**config.mk**
```make
export PLATFORM = sky130hd
export DESIGN_NAME = key_digit_fifo_number_loader_unit
export DESIGN_NICKNAME = d
export VERILOG_FILES = /design/src/rtl/core/kdf_pkg.sv /design/src/rtl/core/kdf_ctrl.sv /design/src/rtl/core/kdf_datapath.sv /design/src/rtl/core/key_digit_fifo_number_loader_unit.sv
export VERILOG_INCLUDE_DIRS = /design/src /design/src/rtl/core
export SDC_FILE = /design/constraint.sdc
export NUM_CORES = 1
export LEC_CHECK = 0
export ABC_AREA = 0
export BUFFER_PORTS_ARGS = -buffer_cell sky130_fd_sc_hd__buf_2
export CAP_MARGIN = 20
export CORE_MARGIN = 3
export CORE_UTILIZATION = 45
export CTS_BUF_LIST = sky130_fd_sc_hd__clkbuf_8 sky130_fd_sc_hd__clkbuf_16
export DETAILED_ROUTE_END_ITERATION = 6
export GPL_ROUTABILITY_DRIVEN = 0
export PLACE_DENSITY = 0.6
export REMOVE_ABC_BUFFERS = 1
export SLEW_MARGIN = 20
export SYNTH_ARGS = -nofsm -noshare
export SYNTH_HDL_FRONTEND = slang
export SYNTH_SLANG_ARGS = --single-unit
```
**constraint.sdc**
```tcl
create_clock -name clock -period 7.2 [get_ports clock]
set_clock_uncertainty 0.1 [all_clocks]
set_input_delay 0.36 -clock clock [delete_from_list [all_inputs] [get_ports clock]]
set_output_delay 0.36 -clock clock [all_outputs]
set_load 0.05 [all_outputs]
```
**src/rtl/core/key_digit_fifo_number_loader_unit_macros.svh**
```systemverilog
// ----------------------------------------------------------------------------
// Key digit FIFO loader assertion macros
// Shared concurrent assertion forms used by the loader RTL.
// ----------------------------------------------------------------------------
`ifndef KEY_DIGIT_FIFO_NUMBER_LOADER_UNIT_MACROS_SVH
`define KEY_DIGIT_FIFO_NUMBER_LOADER_UNIT_MACROS_SVH

// same-cycle implication, disabled during reset
`define KDF_ASSERT_IMPL(label, clk, rst, ante, cons, msg) \
   label: assert property (@(posedge clk) disable iff (rst) (ante) |-> (cons)) \
      else $error(msg);

// next-cycle implication, disabled during reset
`define KDF_ASSERT_NEXT(label, clk, rst, ante, cons, msg) \
   label: assert property (@(posedge clk) disable iff (rst) (ante) |=> (cons)) \
      else $error(msg);

`endif

```
**src/rtl/core/kdf_pkg.sv**
```systemverilog
// ----------------------------------------------------------------------------
// kdf_pkg
// Sizes, codes and the controller/datapath interface types of the loader.
// ----------------------------------------------------------------------------
package kdf_pkg;

   // storage sizes
   localparam int FIFO_DEPTH    = 16;
   localparam int TABLE_ENTRIES = 16;

   // derived widths
   localparam int SLOT_W  = (FIFO_DEPTH > 1) ? $clog2(FIFO_DEPTH) : 1;
   localparam int CNT_W   = $clog2(FIFO_DEPTH + 1);
   localparam int ENTRY_W = $clog2(TABLE_ENTRIES + 1);

   // fixed field widths
   localparam int ACTION_W = 2;
   localparam int CODE_W   = 8;
   localparam int LEVEL_W  = 5;
   localparam int INDEX_W  = 4;
   localparam int VALUE_W  = 64;

   // code constants
   localparam logic [CODE_W-1:0] CODE_MAX   = 8'h15;
   localparam logic [CODE_W-1:0] EMPTY_CODE = 8'hFF;

   // action codes
   localparam logic [ACTION_W-1:0] ACT_PUSH   = 2'd0;
   localparam logic [ACTION_W-1:0] ACT_POP    = 2'd1;
   localparam logic [ACTION_W-1:0] ACT_CLEAR  = 2'd2;
   localparam logic [ACTION_W-1:0] ACT_COMMIT = 2'd3;

   // controller -> datapath commands
   typedef struct packed {
      logic push;         // store code if legal and FIFO not full, report
      logic clear;        // reset pointers and count, report
      logic pop_empty;    // report pop on empty FIFO
      logic pop;          // take oldest, report it
      logic acc_clear;    // start a new fold
      logic fold;         // take oldest, fold into accumulator
      logic commit_done;  // write table entry if room, report
   } kdf_cmd_type;

   // datapath -> controller status
   typedef struct packed {
      logic empty;
   } kdf_status_type;

endpackage

```
**src/rtl/core/kdf_ctrl.sv**
```systemverilog
// ----------------------------------------------------------------------------
// kdf_ctrl
// Sequencer: dispatches actions and walks the FIFO during a commit.
// ----------------------------------------------------------------------------
module kdf_ctrl (
   input  logic                          clock,
   input  logic                          reset,
   input  logic                          start,
   input  logic [kdf_pkg::ACTION_W-1:0]  req_action,
   input  kdf_pkg::kdf_status_type       status_i,
   output kdf_pkg::kdf_cmd_type          cmd_o,
   output logic                          busy
);
   import kdf_pkg::*;

   localparam int STATE_W = 2;
   localparam logic [STATE_W-1:0] S_IDLE    = 2'd0;
   localparam logic [STATE_W-1:0] S_POP     = 2'd1;
   localparam logic [STATE_W-1:0] S_DRN_RD  = 2'd2;
   localparam logic [STATE_W-1:0] S_DRN_ACC = 2'd3;

   logic [STATE_W-1:0] state_ff;
   logic [STATE_W-1:0] state_in;
   logic               accept;

   assign busy   = (state_ff != S_IDLE);
   assign accept = start && !busy;

   // next state and command decode
   always_comb begin
      state_in = state_ff;
      cmd_o    = '0;
      case (state_ff)
         S_IDLE: begin
            if (accept) begin
               case (req_action)
                  ACT_PUSH: begin
                     cmd_o.push = 1'b1;
                  end
                  ACT_POP: begin
                     if (status_i.empty) begin
                        cmd_o.pop_empty = 1'b1;
                     end else begin
                        state_in = S_POP;
                     end
                  end
                  ACT_CLEAR: begin
                     cmd_o.clear = 1'b1;
                  end
                  ACT_COMMIT: begin
                     cmd_o.acc_clear = 1'b1;
                     state_in        = S_DRN_RD;
                  end
                  default: begin
                     state_in = S_IDLE;
                  end
               endcase
            end
         end
         // read data of the oldest slot is valid now
         S_POP: begin
            cmd_o.pop = 1'b1;
            state_in  = S_IDLE;
         end
         // read port settles on the current oldest slot
         S_DRN_RD: begin
            if (status_i.empty) begin
               cmd_o.commit_done = 1'b1;
               state_in          = S_IDLE;
            end else begin
               state_in = S_DRN_ACC;
            end
         end
         S_DRN_ACC: begin
            cmd_o.fold = 1'b1;
            state_in   = S_DRN_RD;
         end
         default: begin
            state_in = S_IDLE;
         end
      endcase
   end

   // state register
   always_ff @(posedge clock) begin
      if (reset) begin
         state_ff <= S_IDLE;
      end else begin
         state_ff <= state_in;
      end
   end

endmodule

```
**src/rtl/core/kdf_datapath.sv**
```systemverilog
// ----------------------------------------------------------------------------
// kdf_datapath
// Code store, ring pointers, fold accumulator, table slot counter and the
// result registers.
// ----------------------------------------------------------------------------
`include "key_digit_fifo_number_loader_unit_macros.svh"

module kdf_datapath (
   input  logic                          clock,
   input  logic                          reset,
   input  kdf_pkg::kdf_cmd_type          cmd_i,
   input  logic [kdf_pkg::CODE_W-1:0]    req_key_code,
   output kdf_pkg::kdf_status_type       status_o,
   output logic                          rsp_strobe,
   output logic [kdf_pkg::CODE_W-1:0]    rsp_pop_data,
   output logic                          rsp_push_accepted,
   output logic [kdf_pkg::LEVEL_W-1:0]   rsp_fifo_level,
   output logic                          rsp_entry_written,
   output logic [kdf_pkg::INDEX_W-1:0]   rsp_entry_index,
   output logic [kdf_pkg::VALUE_W-1:0]   rsp_entry_value
);
   import kdf_pkg::*;

   // code store, registered read
   logic [CODE_W-1:0]  mem [FIFO_DEPTH];
   logic [CODE_W-1:0]  rd_data_ff;

   logic [SLOT_W-1:0]  wr_slot_ff, wr_slot_in;
   logic [SLOT_W-1:0]  rd_slot_ff, rd_slot_in;
   logic [CNT_W-1:0]   count_ff, count_in;
   logic [ENTRY_W-1:0] next_entry_ff, next_entry_in;
   logic [VALUE_W-1:0] acc_ff, acc_in;

   logic               rsp_strobe_ff, rsp_strobe_in;
   logic [CODE_W-1:0]  rsp_pop_data_ff, rsp_pop_data_in;
   logic               rsp_accepted_ff, rsp_accepted_in;
   logic [LEVEL_W-1:0] rsp_level_ff, rsp_level_in;
   logic               rsp_written_ff, rsp_written_in;
   logic [INDEX_W-1:0] rsp_index_ff, rsp_index_in;
   logic [VALUE_W-1:0] rsp_value_ff, rsp_value_in;

   logic full;
   logic push_ok;
   logic store_we;
   logic take;
   logic room;

   assign full     = (count_ff == CNT_W'(FIFO_DEPTH));
   assign push_ok  = (req_key_code <= CODE_MAX) && !full;
   assign store_we = cmd_i.push && push_ok;
   assign take     = cmd_i.pop || cmd_i.fold;
   assign room     = (next_entry_ff < ENTRY_W'(TABLE_ENTRIES));

   assign status_o.empty = (count_ff == '0);

   // ring pointers, count, accumulator, table slot
   always_comb begin
      wr_slot_in    = wr_slot_ff;
      rd_slot_in    = rd_slot_ff;
      count_in      = count_ff;
      acc_in        = acc_ff;
      next_entry_in = next_entry_ff;

      if (cmd_i.clear) begin
         wr_slot_in = '0;
         rd_slot_in = '0;
         count_in   = '0;
      end else if (store_we) begin
         wr_slot_in = (wr_slot_ff == SLOT_W'(FIFO_DEPTH - 1)) ? '0 : wr_slot_ff + 1'b1;
         count_in   = count_ff + 1'b1;
      end else if (take) begin
         rd_slot_in = (rd_slot_ff == SLOT_W'(FIFO_DEPTH - 1)) ? '0 : rd_slot_ff + 1'b1;
         count_in   = count_ff - 1'b1;
      end

      // times ten as two shifted adds, plus the digit
      if (cmd_i.acc_clear) begin
         acc_in = '0;
      end else if (cmd_i.fold) begin
         acc_in = (acc_ff << 3) + (acc_ff << 1) + VALUE_W'(rd_data_ff);
      end

      if (cmd_i.commit_done && room) begin
         next_entry_in = next_entry_ff + 1'b1;
      end
   end

   // result word
   always_comb begin
      rsp_strobe_in   = cmd_i.push || cmd_i.clear || cmd_i.pop_empty ||
                        cmd_i.pop || cmd_i.commit_done;
      rsp_pop_data_in = cmd_i.pop ? rd_data_ff : EMPTY_CODE;
      rsp_accepted_in = store_we;
      rsp_level_in    = LEVEL_W'(count_in);
      rsp_written_in  = cmd_i.commit_done && room;
      rsp_index_in    = rsp_written_in ? INDEX_W'(next_entry_ff) : '0;
      rsp_value_in    = rsp_written_in ? acc_ff : '0;
   end

   // code store
   always_ff @(posedge clock) begin
      if (store_we) begin
         mem[wr_slot_ff] <= req_key_code;
      end
      rd_data_ff <= mem[rd_slot_ff];
   end

   // control state
   always_ff @(posedge clock) begin
      if (reset) begin
         wr_slot_ff    <= '0;
         rd_slot_ff    <= '0;
         count_ff      <= '0;
         next_entry_ff <= '0;
         rsp_strobe_ff <= 1'b0;
      end else begin
         wr_slot_ff    <= wr_slot_in;
         rd_slot_ff    <= rd_slot_in;
         count_ff      <= count_in;
         next_entry_ff <= next_entry_in;
         rsp_strobe_ff <= rsp_strobe_in;
      end
   end

   // payload registers
   always_ff @(posedge clock) begin
      acc_ff <= acc_in;
      if (rsp_strobe_in) begin
         rsp_pop_data_ff <= rsp_pop_data_in;
         rsp_accepted_ff <= rsp_accepted_in;
         rsp_level_ff    <= rsp_level_in;
         rsp_written_ff  <= rsp_written_in;
         rsp_index_ff    <= rsp_index_in;
         rsp_value_ff    <= rsp_value_in;
      end
   end

   assign rsp_strobe        = rsp_strobe_ff;
   assign rsp_pop_data      = rsp_pop_data_ff;
   assign rsp_push_accepted = rsp_accepted_ff;
   assign rsp_fifo_level    = rsp_level_ff;
   assign rsp_entry_written = rsp_written_ff;
   assign rsp_entry_index   = rsp_index_ff;
   assign rsp_entry_value   = rsp_value_ff;

   // checks
   `KDF_ASSERT_IMPL(a_count_bound, clock, reset, 1'b1, count_ff <= CNT_W'(FIFO_DEPTH), "fifo count over depth")
   `KDF_ASSERT_IMPL(a_take_nonempty, clock, reset, take, count_ff != '0, "take from empty fifo")
   `KDF_ASSERT_NEXT(a_pop_legal, clock, reset, cmd_i.pop, rsp_strobe_ff && (rsp_pop_data_ff <= CODE_MAX), "popped code out of range")
   `KDF_ASSERT_NEXT(a_commit_drained, clock, reset, cmd_i.commit_done, rsp_strobe_ff && (rsp_level_ff == '0), "commit left codes held")

endmodule

```
**src/rtl/core/key_digit_fifo_number_loader_unit.sv**
```systemverilog
// Push, clear and pop on an empty FIFO: result strobe in the next cycle, busy stays low.
// Pop with data: busy in S_POP, result registered after S_POP (registered store read).
// Commit of N held codes: busy in S_DRN_RD and S_DRN_ACC per code plus a last S_DRN_RD, then
// a registered result; each code costs one store read and one times-ten fold step.
// Synchronous active-high reset empties the FIFO and rewinds the table slot; the store
// itself is not cleared. The receiver cannot stall: each result is shown for one cycle.
// ----------------------------------------------------------------------------
// key_digit_fifo_number_loader_unit
// Key code FIFO with pop, clear and a commit that folds the held digits into a
// 64-bit number and files it in the next table slot while slots remain.
// ----------------------------------------------------------------------------
module key_digit_fifo_number_loader_unit (
   input  logic                          clock,
   input  logic                          reset,
   input  logic                          start,
   output logic                          busy,
   input  logic [kdf_pkg::ACTION_W-1:0]  req_action,
   input  logic [kdf_pkg::CODE_W-1:0]    req_key_code,
   output logic                          rsp_strobe,
   output logic [kdf_pkg::CODE_W-1:0]    rsp_pop_data,
   output logic                          rsp_push_accepted,
   output logic [kdf_pkg::LEVEL_W-1:0]   rsp_fifo_level,
   output logic                          rsp_entry_written,
   output logic [kdf_pkg::INDEX_W-1:0]   rsp_entry_index,
   output logic [kdf_pkg::VALUE_W-1:0]   rsp_entry_value
);
   import kdf_pkg::*;

   kdf_cmd_type    cmd;
   kdf_status_type status;

   // sequencer
   kdf_ctrl u_ctrl (
      .clock      (clock),
      .reset      (reset),
      .start      (start),
      .req_action (req_action),
      .status_i   (status),
      .cmd_o      (cmd),
      .busy       (busy)
   );

   // storage and arithmetic
   kdf_datapath u_datapath (
      .clock             (clock),
      .reset             (reset),
      .cmd_i             (cmd),
      .req_key_code      (req_key_code),
      .status_o          (status),
      .rsp_strobe        (rsp_strobe),
      .rsp_pop_data      (rsp_pop_data),
      .rsp_push_accepted (rsp_push_accepted),
      .rsp_fifo_level    (rsp_fifo_level),
      .rsp_entry_written (rsp_entry_written),
      .rsp_entry_index   (rsp_entry_index),
      .rsp_entry_value   (rsp_entry_value)
   );

endmodule
```
# Yosys cells after proc, flatten, opt, wreduce, memory -nomap -nowiden
# Memory sizes are Yosys's and may differ from the RTL's. A register that Yosys moved wholly into a read port is not among the register bits.
# Cells that the tools add are included.
[word_totals]
regBits = 168
mem_bits_rw = 128
in_bits = 13
out_inout_bits = 85
word_cells = 78
mem_count = 1
[classes]
add_sub_neg = 7
order_cmp = 2
eq_ne = 12
mux = 24
bitwise = 1
n_reduce_logical = 18
[memory_table]
columns = ["memory", "depth", "word_bits", "rd", "rd_ports_with_merged_regs", "wr", "line", "rtl"]
rows = [
  ["u_datapath.mem", 16, 8, 1, 1, 1, "kdf_datapath.sv:25", "logic [CODE_W-1:0] mem [FIFO_DEPTH];"],
]
[ops]
columns = ["op", "n"]
rows = [
  ["$add 64x64->64", 1],
  ["$add 64x8->64", 1],
  ["$mux 5", 3],
  ["$mux 1", 12],
  ["$add 5x1->5 const B", 2],
  ["$add 4x1->4 const B", 2],
  ["$eq 2x2->1 const B", 4],
  ["$eq 4x4->1 const B", 2],
  ["$le 8x5->1 const B", 1],
  ["$mux 4", 2],
  ["$pmux 2 s4", 1],
  ["$mux 2", 3],
  ["$mux 3", 2],
  ["$ne 3x3->1 const B", 2],
  ["$eq 5x5->1 const B", 1],
  ["$logic_not 5->1", 1],
  ["$logic_or 1x1->1", 5],
  ["$lt 5x5->1 const B", 1],
  ["$sub 5x1->5 const B", 1],
  ["$eq 2x1->1 const B", 2],
  ["$logic_and 1x1->1", 4],
  ["$logic_not 2->1", 2],
  ["$pmux 2 s2", 1],
  ["$reduce_and 3->1", 1],
  ["6 further kinds", 7],
]

# Depth between registers and ports, before layout
# Gate-level depths: netlist (run 1).
[logic_depth]
ltp_word = 9
mapped_depth = 14
mapped_depth_nobuf = 14

# By module
# A second synthesis (run 1) with hierarchy kept.
[unflattened]
cells_unflattened = 1353
area_unflattened_um2 = 15877.7
[modules_own_cells]
columns = ["module", "n_inst", "cells_each", "area_each_um2", "seq_area_each_um2"]
rows = [
  ["kdf_datapath", 1, 1330, 15707.6, 8157.8],
  ["kdf_ctrl", 1, 23, 170.2, 40.0],
]

# Worst setup path after synthesis (run 1)
# Ideal clock, no wire load.
[synth_path]
path_type = "register to register"
from = "register u_datapath.count_ff[0]"
to = "register u_datapath.rsp_index_ff[0] (netlist: u_datapath.rsp_entry_index[0]) (enable)"
arrival_time_ns = 5.330
t_required_ns = 6.545
slack_ns = 1.216
stages_incl_launch_ff = 7
n_path_buf = 0
path_cell_list = "dfxtp_1 -> inv_1 -> ha_1 -> nor3b_1 -> nand2b_1 -> or2_2 -> o22ai_1"
[synth_via]
elab_chain_len = 8
[synth_rtl]
columns = ["item", "line", "rtl"]
rows = [
  ["from (decl)", "kdf_datapath.sv:30", "logic [CNT_W-1:0] count_ff, count_in;"],
  ["from (signal assigned)", "kdf_datapath.sv:119", "count_ff <= count_in;"],
  ["$logic_not 5->1 (*)", "kdf_datapath.sv:54", "assign status_o.empty = (count_ff == '0);"],
  ["$mux 1 (*)", "kdf_ctrl.sv:41, kdf_ctrl.sv:67", ""],
  ["$mux 1", "kdf_ctrl.sv:36", "case (req_action)"],
  ["$mux 3", "kdf_ctrl.sv:35", "if (accept) begin"],
  ["$mux 3", "kdf_ctrl.sv:33", "case (state_ff)"],
  ["$logic_or 1x1->1 (2 in series)", "kdf_datapath.sv:90", "rsp_strobe_in = cmd_i.push || cmd_i.clear || cmd_i.pop_empty ||"],
  ["$logic_or 1x1->1 (*)", "kdf_datapath.sv:91", "cmd_i.pop || cmd_i.commit_done;"],
  ["named net u_datapath.rsp_strobe_in", "kdf_datapath.sv:34", "logic rsp_strobe_ff, rsp_strobe_in;"],
  ["to (signal assigned)", "kdf_datapath.sv:133", "rsp_index_ff <= rsp_index_in;"],
  ["to (decl)", "kdf_datapath.sv:39", "logic [INDEX_W-1:0] rsp_index_ff, rsp_index_in;"],
]
# The timed path passes the listed nets; every way through them passes the cells marked *.
# A chain may end at the register's enable or synchronous reset.

# Worst setup path in the final report (run 1)
[layout_path]
from = "register u_datapath.acc_ff[3]"
to = "register u_datapath.acc_ff[53]"
[layout_via]
elab_chain_len = 2
[layout_rtl]
columns = ["item", "line", "rtl"]
rows = [
  ["from (decl)", "kdf_datapath.sv:32", "logic [VALUE_W-1:0] acc_ff, acc_in;"],
  ["from (signal assigned)", "kdf_datapath.sv:127", "acc_ff <= acc_in;"],
  ["$add 64x64->64", "kdf_datapath.sv:80", "acc_in = (acc_ff << 3) + (acc_ff << 1) + VALUE_W'(rd_data_ff);"],
  ["$add 64x8->64", "kdf_datapath.sv:80", ""],
]
# No other way between the ends.

==> metrics.md, run 1 <==
| Metric | Value |
|---|---|
| Status | `completed` |
| CP Class | `register to register` |
| Ant diodes | `0` |
| ANT nets after route | `0` |
| Congestion Overflow GR | `0` |
| Initial core utilization | `~46%` |
| Slowest cell on crit path | `a211oi_1` |
| Initial antenna violation count | `0` |
| Most frequent cell after synthesis | `edfxtp_1` |
| Fillers | `approximately 3000` |
| Core Box Area | `around 0.034 mm2` |
| Reg area | `between 0.008 and 0.009 mm2` |
| Final core occ | `52.2%` |
| Post-Syn Instances | `~1400` |
| Total track usage | `a little under a fifth` |
| Syn_area_per_cell | `approximately 12 um2` |
| Post-synth ARST share | `0%` |
| Crit path capture | `u_datapath.acc_ff[53]$_SDFFE_PP0P_` |
| Peak Freq | `about 0.26 GHz` |
| Max-slew headroom | `26.7%` |
| Reg2reg setup slack | `~3.4 ns` |
| Min-delay src | `reset` |
| # IOs | `98` |
| Crit-path most repeated cell | `o21ai_0` |
| Post-Syn Area | `~0.016 mm2` |
| Die Area | `between 0.03 and 0.04 mm2` |
| Number of buffers created by CTS | `34` |
| First-pass GRT wire length | `roughly 55 mm` |
| Fin. Hold Viols | `0` |
| Post-synth top flop | `edfxtp_1` |
| Post-CTS Resized | `0` |
| Worst-Skew Late Latency | `around 0.52 ns` |
| Post-route clock period utilization | `a little over half` |
| Worst Setup SP | `u_datapath.acc_ff[3]$_SDFFE_PP0P_` |
| Drt initial violations | `680` |
| Sequential share of the synthesized area | `between 50% and 60%` |
| Max cap viols | `0` |
| Reg2Reg Capture Point | `u_datapath.acc_ff[53]$_SDFFE_PP0P_` |
| CTS Hold Bufs | `0` |
| Post-synth EDFFs | `211` |
| Post-DP HPWL | `24.0 mm` |
| Layout cells sized above 1 | `between 10% and 20%` |
| Final Max Slew Viols | `0` |
| Pwr/cell area | `234 mW/mm2` |
| Multi-input gate area | `between 0.007 and 0.008 mm2` |
| Area Growth Syn to Fin | `13.2%` |
| Clock slew at reported path FFs | `~0.060 ns` |
| Synth warn | `0` |
| TNS Setup | `0 ns` |
| Clk root buf | `clkbuf_16` |
| Clk sinks | `~300` |
| Area share of the largest cell type after synthesis | `between 40% and 50%` |
| Crit. End Element | `register` |
| Crit path required time | `7.48 ns` |
| H-tree Lvls | `2` |
| Worst reg-to-reg path cell count | `12` |
| Actual slew at the worst max-slew pin | `1.10 ns` |
| Vias in the first global route | `between 10000 and 15000` |
| FF-to-FF Start | `u_datapath.acc_ff[3]$_SDFFE_PP0P_` |
| Port Buf Inserts | `slightly below 100` |
| RSZ-0062 raised after global routing | `false` |
| Most instantiated cells after synthesis | `edfxtp_1, nand2_1, ha_1` |
| Largest net degree at the start of global routing | `73` |
| Post-layout min period | `roughly 3.8 ns` |
| Worst Path Arrival | `approximately 4.1 ns` |
| Die Y | `roughly 190 um` |
| FF+latch count, synth | `about 300` |
| CTS Buffer Depth | `3` |
| Cell Rows | `67` |
| Leakage | `slightly below 0.007 uW` |
| DR pass1 iterations | `4` |
| VDD IR-drop max | `between 0.2 and 0.25 mV` |
| Post-synth cell types | `about 70` |
| Overall power | `roughly 4200 uW` |
| DR WL/cell | `roughly 18 um` |
| Final WL | `between 30 and 40 mm` |
| Startpoint Class | `register` |
| Final net count | `roughly 1600` |
| Maximum fanout along the worst path | `6` |
| Top cells by area, synth | `edfxtp_1, dfxtp_1, ha_1, mux4_2, a21oi_1` |
| # DRC | `0` |
| Max incr delay on CP | `roughly 0.7 ns` |
| Worst Hold Class | `input port to register` |
| Setup Fix Bufs, Post-CTS | `0` |
| CTS tree | `built` |
| Via count | `approximately 10000` |
| Final setup viols | `0` |
| Mean number of vias per cell | `5.48` |
| Cell Chain, Critical Path | `fa_1, ha_1, a21o_1, a31oi_1, nand3_1, and3_1, o21ai_1, a21oi_1, a211oi_1, o21ai_0, xnor2_1, o21ai_0` |
| Chip width | `between 150 and 200 um` |
| Leading area contributor after synthesis | `edfxtp_1` |
worst min-delay path by stage:
stage	slack, ns	cells after the start	to
floorplan	0.32	2	u_datapath.acc_ff[63]$_SDFFE_PP0P_
detailed placement	0.34	2	u_datapath.acc_ff[63]$_SDFFE_PP0P_
global route	0.09	2	u_datapath.next_entry_ff[1]$_SDFFE_PP0P_
finish	0.09	2	u_datapath.next_entry_ff[3]$_SDFFE_PP0P_
CTS	0.07	2	u_datapath.next_entry_ff[3]$_SDFFE_PP0P_
global placement	0.33	2	u_datapath.acc_ff[63]$_SDFFE_PP0P_
report_power, final:
group / switching (uW) / internal (uW)
clock: 712 / 989
combinational: 360 / 110
sequential: 32.7 / 1950
total: 1110 / 3050
cells by family after synthesis:
| kind of cell | count (synthesis) | share of synthesized area, % |
|---|---|---|
| simple gates | 413 | 12.8 |
| compound gates | 310 | 12.3 |
| flops | 304 | 52.3 |
| fa+ha+maj | 132 | 10.8 |
| buf+inv | 87 | 2.11 |
| xor+xnor | 62 | 3.47 |
| mux | 46 | 6.13 |
metal layers:
| layer | track usage, % | vias up | wire (um) |
|---|---|---|---|
| met1 | 25.4 | 5020 | 15400 |
| met5 | 0 | - | 0 |
| li1 | - | 5191 | - |
| met4 | 6.25 | 0 | 1090 |
| met2 | 30.9 | 226 | 16000 |
| met3 | 2.42 | 62 | 1370 |
layout make-up:
cell class              count  area share [%]
repair buffers            106            3.12
flip-flops and latches    304            46.2
inverters                  32           0.677
clock inverters            24            1.17
well taps                 448            3.16
clock buffers              38            5.11
multi-input cells         963            40.5
registers in the layout, summed over array words and instances (netlist names):
name,count
u_datapath.rsp_pop_data,8
u_datapath.rsp_entry_index,4
u_datapath.rsp_fifo_level,5
u_datapath.rsp_entry_value,64
u_datapath.rd_data_ff,8
u_datapath.count_ff,5
u_datapath.wr_slot_ff,4
u_datapath.rsp_push_accepted,1
u_datapath.rsp_entry_written,1
u_datapath.mem,128
u_datapath.acc_ff,64
u_datapath.next_entry_ff,5
u_datapath.rd_slot_ff,4
u_datapath.rsp_strobe,1
u_ctrl.state_ff,2
critical path, delay by kind of cell (launching register included):
family / cells / cell delay, ns
and+or+nand+nor: 2 / 0.26
adders and majority gates: 2 / 0.81
DFF: 1 / 0.43
xor gates and xnor gates: 1 / 0.19
AOI/OAI and AO/OA: 7 / 1.88
cells in the final DEF, fill, tap and decap left out, drive strengths merged, types with 8 or more instances in the layout:
cell type / count
ha: 126
a31oi: 15
and2: 77
o211ai: 12
mux4: 40
buf: 106
xor2: 34
a21o: 24
dfxtp: 93
edfxtp: 211
and3: 9
inv: 41
nand2: 148
clkbuf: 38
nor3: 13
xnor2: 28
nand2b: 14
a21oi: 127
nand4: 20
clkinv: 12
nand3: 20
nor2b: 11
o21a: 8
o21ai: 70
nor2: 76
o21bai: 17
per-stage QoR:
stage / cells / cell area (um2) / hold WS [ns] / worst slack [ns]
2_1_floorplan: 1299 / 15500 / 0.321 / 1.22
3_3_place_gp: 1853 / 16600 / 0.335 / 3.46
3_5_place_dp: 1853 / 16600 / 0.344 / 3.40
4_1_cts: 1915 / 17700 / 0.0725 / 3.40
5_1_grt: 1915 / 17700 / 0.0948 / 3.16
6_report: 1915 / 17700 / 0.0880 / 3.39
Power figures use the tool's default switching activity.
==> run 2, diff against run 1 <==
Clock period 7.2 ns to 3.9 ns, I/O delays scaled along.
==> run 2 against run 1 <==
Largest power group unchanged. Count of clock-buffer cells in the layout shrank 1. Via count rose by 0.52%. Non-clock buffer count increased by 31. First-iteration DRC count shrank 7.4%. Combinational power is 88% higher. Wire length is 1.5% higher. Sequential power increased by 84%. Sequential share of layout area down 0.66 points.
==> metrics.md, run 2 (synthesis gave the netlist of run 1 again) <==
| Metric | Value |
|---|---|
| Status | `completed (unchanged)` |
| H-tree Lvls | `2 (unchanged)` |
| Startpoint Class | `register (unchanged)` |
| VDD IR-drop max | `0.393 mV (was 0.222 mV)` |
| Vias in the first global route | `10800 (was 10300)` |
| Worst Hold Class | `input port to register (unchanged)` |
| Setup WS pre-CTS | `0.117 ns (was 3.40 ns)` |
| Post-layout min period | `3.71 ns (was 3.81 ns)` |
| Final Cell Area | `0.0180 mm2 (was 0.0177 mm2)` |
| Clock slew at reported path FFs | `0.06 ns (about the same)` |
| Post-DP HPWL | `24.8 mm (was 24.0 mm)` |
| Reg area | `0.00820 mm2 (about the same)` |
| Clk root buf | `clkbuf_16 (unchanged)` |
| Area Growth Syn to Fin | `14.8% (was 13.2%)` |
| Crit path required time | `4.17 ns (was 7.48 ns)` |
| Final setup viols | `0 (unchanged)` |
| Die Area | `0.0371 mm2 (unchanged)` |
| Number of buffers created by CTS | `34 (unchanged)` |
| Final net count | `1617 (was 1586)` |
| Post-route clock period utilization | `95.2% (was 52.9%)` |
| Max incr delay on CP | `0.52 ns (was 0.71 ns)` |
| Crit. End Element | `register (unchanged)` |
| Layout cells sized above 1 | `16.2% (was 15.3%)` |
| ANT nets after route | `0 (unchanged)` |
| Pwr/cell area | `424 mW/mm2 (was 234 mW/mm2)` |
| # IOs | `98 (unchanged)` |
| Max cap viols | `0 (unchanged)` |
| Peak Freq | `0.269 GHz (was 0.263 GHz)` |
| Crit-path most repeated cell | `fa_1 (was o21ai_0)` |
| Fin. Hold Viols | `0 (unchanged)` |
| Port Buf Inserts | `97 (unchanged)` |
| CTS tree | `built (unchanged)` |
| Cell Chain, Critical Path | `inv_1, fa_1, fa_1, and2b_1, o2111ai_1, a31o_2, o2111a_1, o21bai_2, nand2_1, o31ai_4, a31oi_1, xor2_1, o21ai_1 (was fa_1, ha_1, a21o_1, a31oi_1, nand3_1, and3_1, o21ai_1, a21oi_1, a211oi_1, o21ai_0, xnor2_1, o21ai_0)` |
| Commonest non-fill, non-tap cell in the layout | `edfxtp_1 (unchanged)` |
| Drt initial violations | `630 (was 680)` |
| Fillers | `2978 (was 3010)` |
| Via count | `10600 (was 10500)` |
| # DRC | `0 (unchanged)` |
| Final Max Slew Viols | `0 (unchanged)` |
| Post-Place Cells | `1872 (was 1853)` |
| Largest reg by FF count | `u_datapath.mem (unchanged)` |
| Clk sinks | `304 (unchanged)` |
| Max-slew headroom | `37.4% (was 26.7%)` |
| Chip width | `193 um (unchanged)` |
| Total track usage | `18.9% (was 18.6%)` |
| DR pass1 iterations | `5 (was 4)` |
| Setup ws final | `0.186 ns (was 3.39 ns)` |
| Initial antenna violation count | `0 (unchanged)` |
| Maximum fanout along the worst path | `4 (was 6)` |
| Highest-count cells in the layout ignoring fill and taps | `edfxtp_1, nand2_1, ha_1, a21oi_1, buf_2 (unchanged)` |
| Ant diodes | `0 (unchanged)` |
| Finished Layout Cells | `1945 (was 1915)` |
| CP Class | `register to register (unchanged)` |
| Worst-Skew Late Latency | `0.52 ns (about the same)` |
| Max reg flops | `128 (unchanged)` |
| Post-DP Area | `0.0168 mm2 (was 0.0166 mm2)` |
| Die Y | `193 um (unchanged)` |
| Core Box Area | `0.0340 mm2 (unchanged)` |
| CTS Buffer Depth | `3 (unchanged)` |
| DR WL/cell | `17.7 um (about the same)` |
| Multi-input gate area | `0.00718 mm2 (was 0.00719 mm2)` |
| Largest net degree at the start of global routing | `66 (was 73)` |
| Initial core utilization | `46.2% (unchanged)` |
| Final WL | `34.4 mm (was 33.9 mm)` |
| Actual slew at the worst max-slew pin | `0.940 ns (was 1.10 ns)` |
| Slowest cell on crit path | `fa_1 (was a211oi_1)` |
| Cell Rows | `67 (unchanged)` |
| Worst Path Arrival | `3.98 ns (was 4.09 ns)` |
| RSZ-0062 raised after global routing | `true (was false)` |
| First-pass GRT wire length | `56.0 mm (was 55.3 mm)` |
| Leakage | `0.00709 uW (was 0.00694 uW)` |
| Delay-heaviest family, CP | `compound AO/OA/AOI/OAI gates (unchanged)` |
| Worst path bufs/invs | `1 (was 0)` |
| Congestion Overflow GR | `0 (unchanged)` |
| Mean number of vias per cell | `5.43 (was 5.48)` |
run 2: cell count changes in the layout (fill, tap and decap cells not counted), moves of 2 or more:
cell	delta
inv_1	+3
clkinv_1	-2
buf_4	+18
buf_12	+3
nor3_2	-3
nor3_1	+3
dlygate4sd3_1	+10
inv_6	-2
clkinvlp_4	+2
run 2: through the flow:
stage / power, uW / hold slack (ns) / setup TNS [ns] / util (%)
global route: 7940 / 0.0707 / -0.147 / 53.0
floorplan: 4380 / 0.167 / -174.96 / -
finish: 7630 / 0.0479 / 0 / 53.0
global placement: 4620 / 0.337 / 0 / 49.4
detailed placement: 4630 / 0.341 / 0 / 49.4
CTS: 7730 / 0.0221 / 0 / 52.9
run 2: worst paths after layout:
path / startpoint / end / slack (ns) / cells after the start
worst max register to register: u_datapath.acc_ff[0]$_SDFFE_PP0P_ / u_datapath.acc_ff[58]$_SDFFE_PP0P_ / 0.19 / 13
worst min register to register: u_datapath.acc_ff[63]$_SDFFE_PP0P_ / u_datapath.acc_ff[63]$_SDFFE_PP0P_ / 0.35 / 2
worst min-delay path: start / u_ctrl.state_ff[1]$_SDFFE_PP0P_ / 0.05 / 4
worst max-delay path: u_datapath.acc_ff[0]$_SDFFE_PP0P_ / u_datapath.acc_ff[58]$_SDFFE_PP0P_ / 0.19 / 13
run 2: area by class of cell:
| type | count | area share (%) |
|---|---|---|
| Clock inverter | 24 | 1.06 |
| Tap cell | 448 | 3.12 |
| Clock buffer | 37 | 4.96 |
| Multi-Input combinational cell | 963 | 39.9 |
| Sequential cell | 304 | 45.6 |
| Inverter | 32 | 0.668 |
| Timing Repair Buffer | 137 | 4.72 |
run 2: worst register-to-register path: cells and delay by family (launching register included):
| kind | cells | cell delay [ns] |
|---|---|---|
| flip-flops | 1 | 0.36 |
| buffers and inverters | 1 | 0.07 |
| AO/OA/AOI/OAI | 7 | 1.50 |
| AND/OR/NAND/NOR | 2 | 0.41 |
| adder cells (fa/ha/maj) | 2 | 0.96 |
| XOR/XNOR | 1 | 0.17 |
run 2: metal layers:
layer,track usage (%),vias up,share of wire [%]
met2,31.7,214,48
met5,0,-,0
met3,3.02,50,4.3
li1,-,5244,-
met4,5.44,0,2.6
met1,25.4,5046,46
run 2: timing repair:
item / 4_1_cts / 5_1_grt
setup buffers: 0 / 2
resized for setup: 0 / 2
endpoints found under the setup margin: 0 / 8
hold buffers: 10 / 0
hold endpoints to repair: 139 / 0
run 2: where the power goes:
group	leakage [uW]	switching, uW	internal (uW)
registers	0.00272	67.4	3600
clock network	0.000560	1280	1790
logic	0.00380	664	222
==> run 3, diff against run 2 <==
Settings changed: CORE_UTILIZATION 45 to 55, CTS_CLUSTER_DIAMETER from default to 100, PLACE_DENSITY 0.6 to 0.73.
==> run 3 against run 2 <==
Sequential share of layout area increased by 0.47 points. Global-route usage is 3.4 points higher. Cell count shrank 4.3%. Worst setup slack improved by 0.056 ns. Largest power group unchanged. Non-clock buffer count shrank 11. Highest routed layer unchanged. Largest cell class unchanged.
==> metrics.md, run 3 (synthesis gave the netlist of run 1 again) <==
| Metric | Value |
|---|---|
| Status | `completed (unchanged)` |
| Commonest non-fill, non-tap cell in the layout | `edfxtp_1 (unchanged)` |
| Worst Path Arrival | `3.99 ns (was 3.98 ns)` |
| Largest reg by FF count | `u_datapath.mem (unchanged)` |
| Crit. End Element | `register (unchanged)` |
| Via count | `10700 (was 10600)` |
| Maximum fanout along the worst path | `4 (unchanged)` |
| Crit-path most repeated cell | `fa_1 (unchanged)` |
| Final Max Slew Viols | `0 (unchanged)` |
| Max incr delay on CP | `0.53 ns (was 0.52 ns)` |
| Cell Chain, Critical Path | `inv_1, fa_1, fa_1, and2b_1, o2111ai_1, a31o_2, o2111a_1, o21bai_2, nand2_1, o31ai_4, a31oi_1, xor2_1, o21ai_1 (unchanged)` |
| Layout cells sized above 1 | `15.8% (was 16.2%)` |
| Ant diodes | `0 (unchanged)` |
| CP Class | `register to register (unchanged)` |
| DR pass1 iterations | `5 (unchanged)` |
| Final setup viols | `0 (unchanged)` |
| Crit path required time | `4.24 ns (was 4.17 ns)` |
| Worst-Skew Late Latency | `0.57 ns (was 0.52 ns)` |
| H-tree Lvls | `1 (was 2)` |
| CTS Buffer Depth | `3 (unchanged)` |
| CTS tree | `built (unchanged)` |
| Drt initial violations | `803 (was 630)` |
| Fin. Hold Viols | `0 (unchanged)` |
| Pwr/cell area | `428 mW/mm2 (was 424 mW/mm2)` |
| Multi-input gate area | `0.00718 mm2 (unchanged)` |
| ANT nets after route | `0 (unchanged)` |
| Final core occ | `63.7% (was 53.0%)` |
| Reg area | `0.00820 mm2 (unchanged)` |
| Fin Hold WS | `0.340 ns (was 0.0479 ns)` |
| Peak Freq | `0.273 GHz (was 0.269 GHz)` |
| Final WL | `33.8 mm (was 34.4 mm)` |
| Worst path bufs/invs | `1 (unchanged)` |
| Leakage | `0.00700 uW (was 0.00709 uW)` |
| Die Y | `175 um (was 193 um)` |
| Clock slew at reported path FFs | `0.07 ns (was 0.06 ns)` |
| Actual slew at the worst max-slew pin | `0.909 ns (was 0.940 ns)` |
| Initial core utilization | `56.1% (was 46.2%)` |
| Post-DP HPWL | `23.6 mm (was 24.8 mm)` |
| Initial antenna violation count | `0 (unchanged)` |
| Final net count | `1603 (was 1617)` |
| Die Area | `0.0306 mm2 (was 0.0371 mm2)` |
| Largest net degree at the start of global routing | `85 (was 66)` |
| Max cap viols | `0 (unchanged)` |
| Slowest cell on crit path | `fa_1 (unchanged)` |
| Clk sinks | `304 (unchanged)` |
| Max-slew headroom | `39.4% (was 37.4%)` |
| Vias in the first global route | `10700 (was 10800)` |
| # DRC | `0 (unchanged)` |
| Chip width | `175 um (was 193 um)` |
| Post-route clock period utilization | `93.8% (was 95.2%)` |
| Clk root buf | `clkbuf_16 (unchanged)` |
| Area Growth Syn to Fin | `13.6% (was 14.8%)` |
| Mean number of vias per cell | `5.77 (was 5.43)` |
| Startpoint Class | `register (unchanged)` |
| Fillers | `2180 (was 2978)` |
| Delay-heaviest family, CP | `compound AO/OA/AOI/OAI gates (unchanged)` |
| Post-layout min period | `3.66 ns (was 3.71 ns)` |
| Number of buffers created by CTS | `31 (was 34)` |
| Max reg flops | `128 (unchanged)` |
| First-pass GRT wire length | `55.7 mm (was 56.0 mm)` |
| Worst Hold Class | `register to register (was input port to register)` |
| RSZ-0062 raised after global routing | `false (was true)` |
| Port Buf Inserts | `97 (unchanged)` |
| Core Box Area | `0.0279 mm2 (was 0.0340 mm2)` |
| Highest-count cells in the layout ignoring fill and taps | `edfxtp_1, nand2_1, ha_1, a21oi_1, buf_2 (unchanged)` |
| Congestion Overflow GR | `0 (unchanged)` |
| # IOs | `98 (unchanged)` |
| Cell Rows | `61 (was 67)` |
| Total track usage | `22.3% (was 18.9%)` |
| DR WL/cell | `18.1 um (was 17.7 um)` |
| VDD IR-drop max | `0.451 mV (was 0.393 mV)` |
==> run 3: cell count changes in the layout (fill, tap and decap cells not counted), sizes merged <==
cell,delta
clkinv,-1
dlygate4sd3,+2
buf,-13
clkbuf,+1
inv,-4
bufinv,+1
==> run 3: what timing repair did <==
action,in CTS,in global routing
endpoints found under the setup margin,0,5
buffers inserted,0,0
resized for setup,0,2
hold endpoints to repair,142,0
hold buffers,12,0
==> run 3: per-layer routing <==
metal  global-route usage (%)  wire, um  up-vias
li1                         -         -     5219
met1                     29.4     14400     5165
met2                     38.8     16800      288
met3                     3.22      1730       59
met4                     6.12       857        0
met5                        0         0        -
==> run 3: cell type report <==
type / instances / share of cell area [%]
sequential: 304 / 46.1
multi-input combinational: 963 / 40.3
clock buffer: 38 / 5.02
timing repair buffer: 126 / 4.21
tap: 378 / 2.66
clock inverter: 20 / 1.08
inverter: 32 / 0.675
==> run 3: power breakdown <==
part	switching, uW	internal, uW	total, uW	leakage [uW]
Sequential	68.3	3600	3670	0.00272
Combinational	663	219	883	0.00374
Clock	1240	1830	3070	0.000545
Total	1980	5650	7630	0.00700
==> run 3: worst min-delay path: cells and delay by family, from the launching register on <==
kind | cells | cell delay, ns
AOI/OAI and AO/OA | 1 | 0.05
DFF | 1 | 0.30
and+or+nand+nor | 1 | 0.05
==> run 3: worst paths after layout <==
check	start	endpoint	slack, ns	cells after the start
min	u_datapath.acc_ff[63]$_SDFFE_PP0P_	u_datapath.acc_ff[63]$_SDFFE_PP0P_	0.34	2
min reg2reg	u_datapath.acc_ff[63]$_SDFFE_PP0P_	u_datapath.acc_ff[63]$_SDFFE_PP0P_	0.34	2
max reg2reg	u_datapath.acc_ff[0]$_SDFFE_PP0P_	u_datapath.acc_ff[58]$_SDFFE_PP0P_	0.24	13
max	u_datapath.acc_ff[0]$_SDFFE_PP0P_	u_datapath.acc_ff[58]$_SDFFE_PP0P_	0.24	13
==> run 3: stage by stage <==
step	total power, uW	TNS [ns]	instances	cell area, um2	worst slack, ns
6_report	7630	0	1861	17800	0.242
5_1_grt	7880	0	1861	17800	0.00395
4_1_cts	7680	0	1860	17800	0.126
3_5_place_dp	4620	0	1790	16600	0.132
3_3_place_gp	4600	0	1790	16600	0.227
2_1_floorplan	4380	-174.96	1299	15500	-2.08
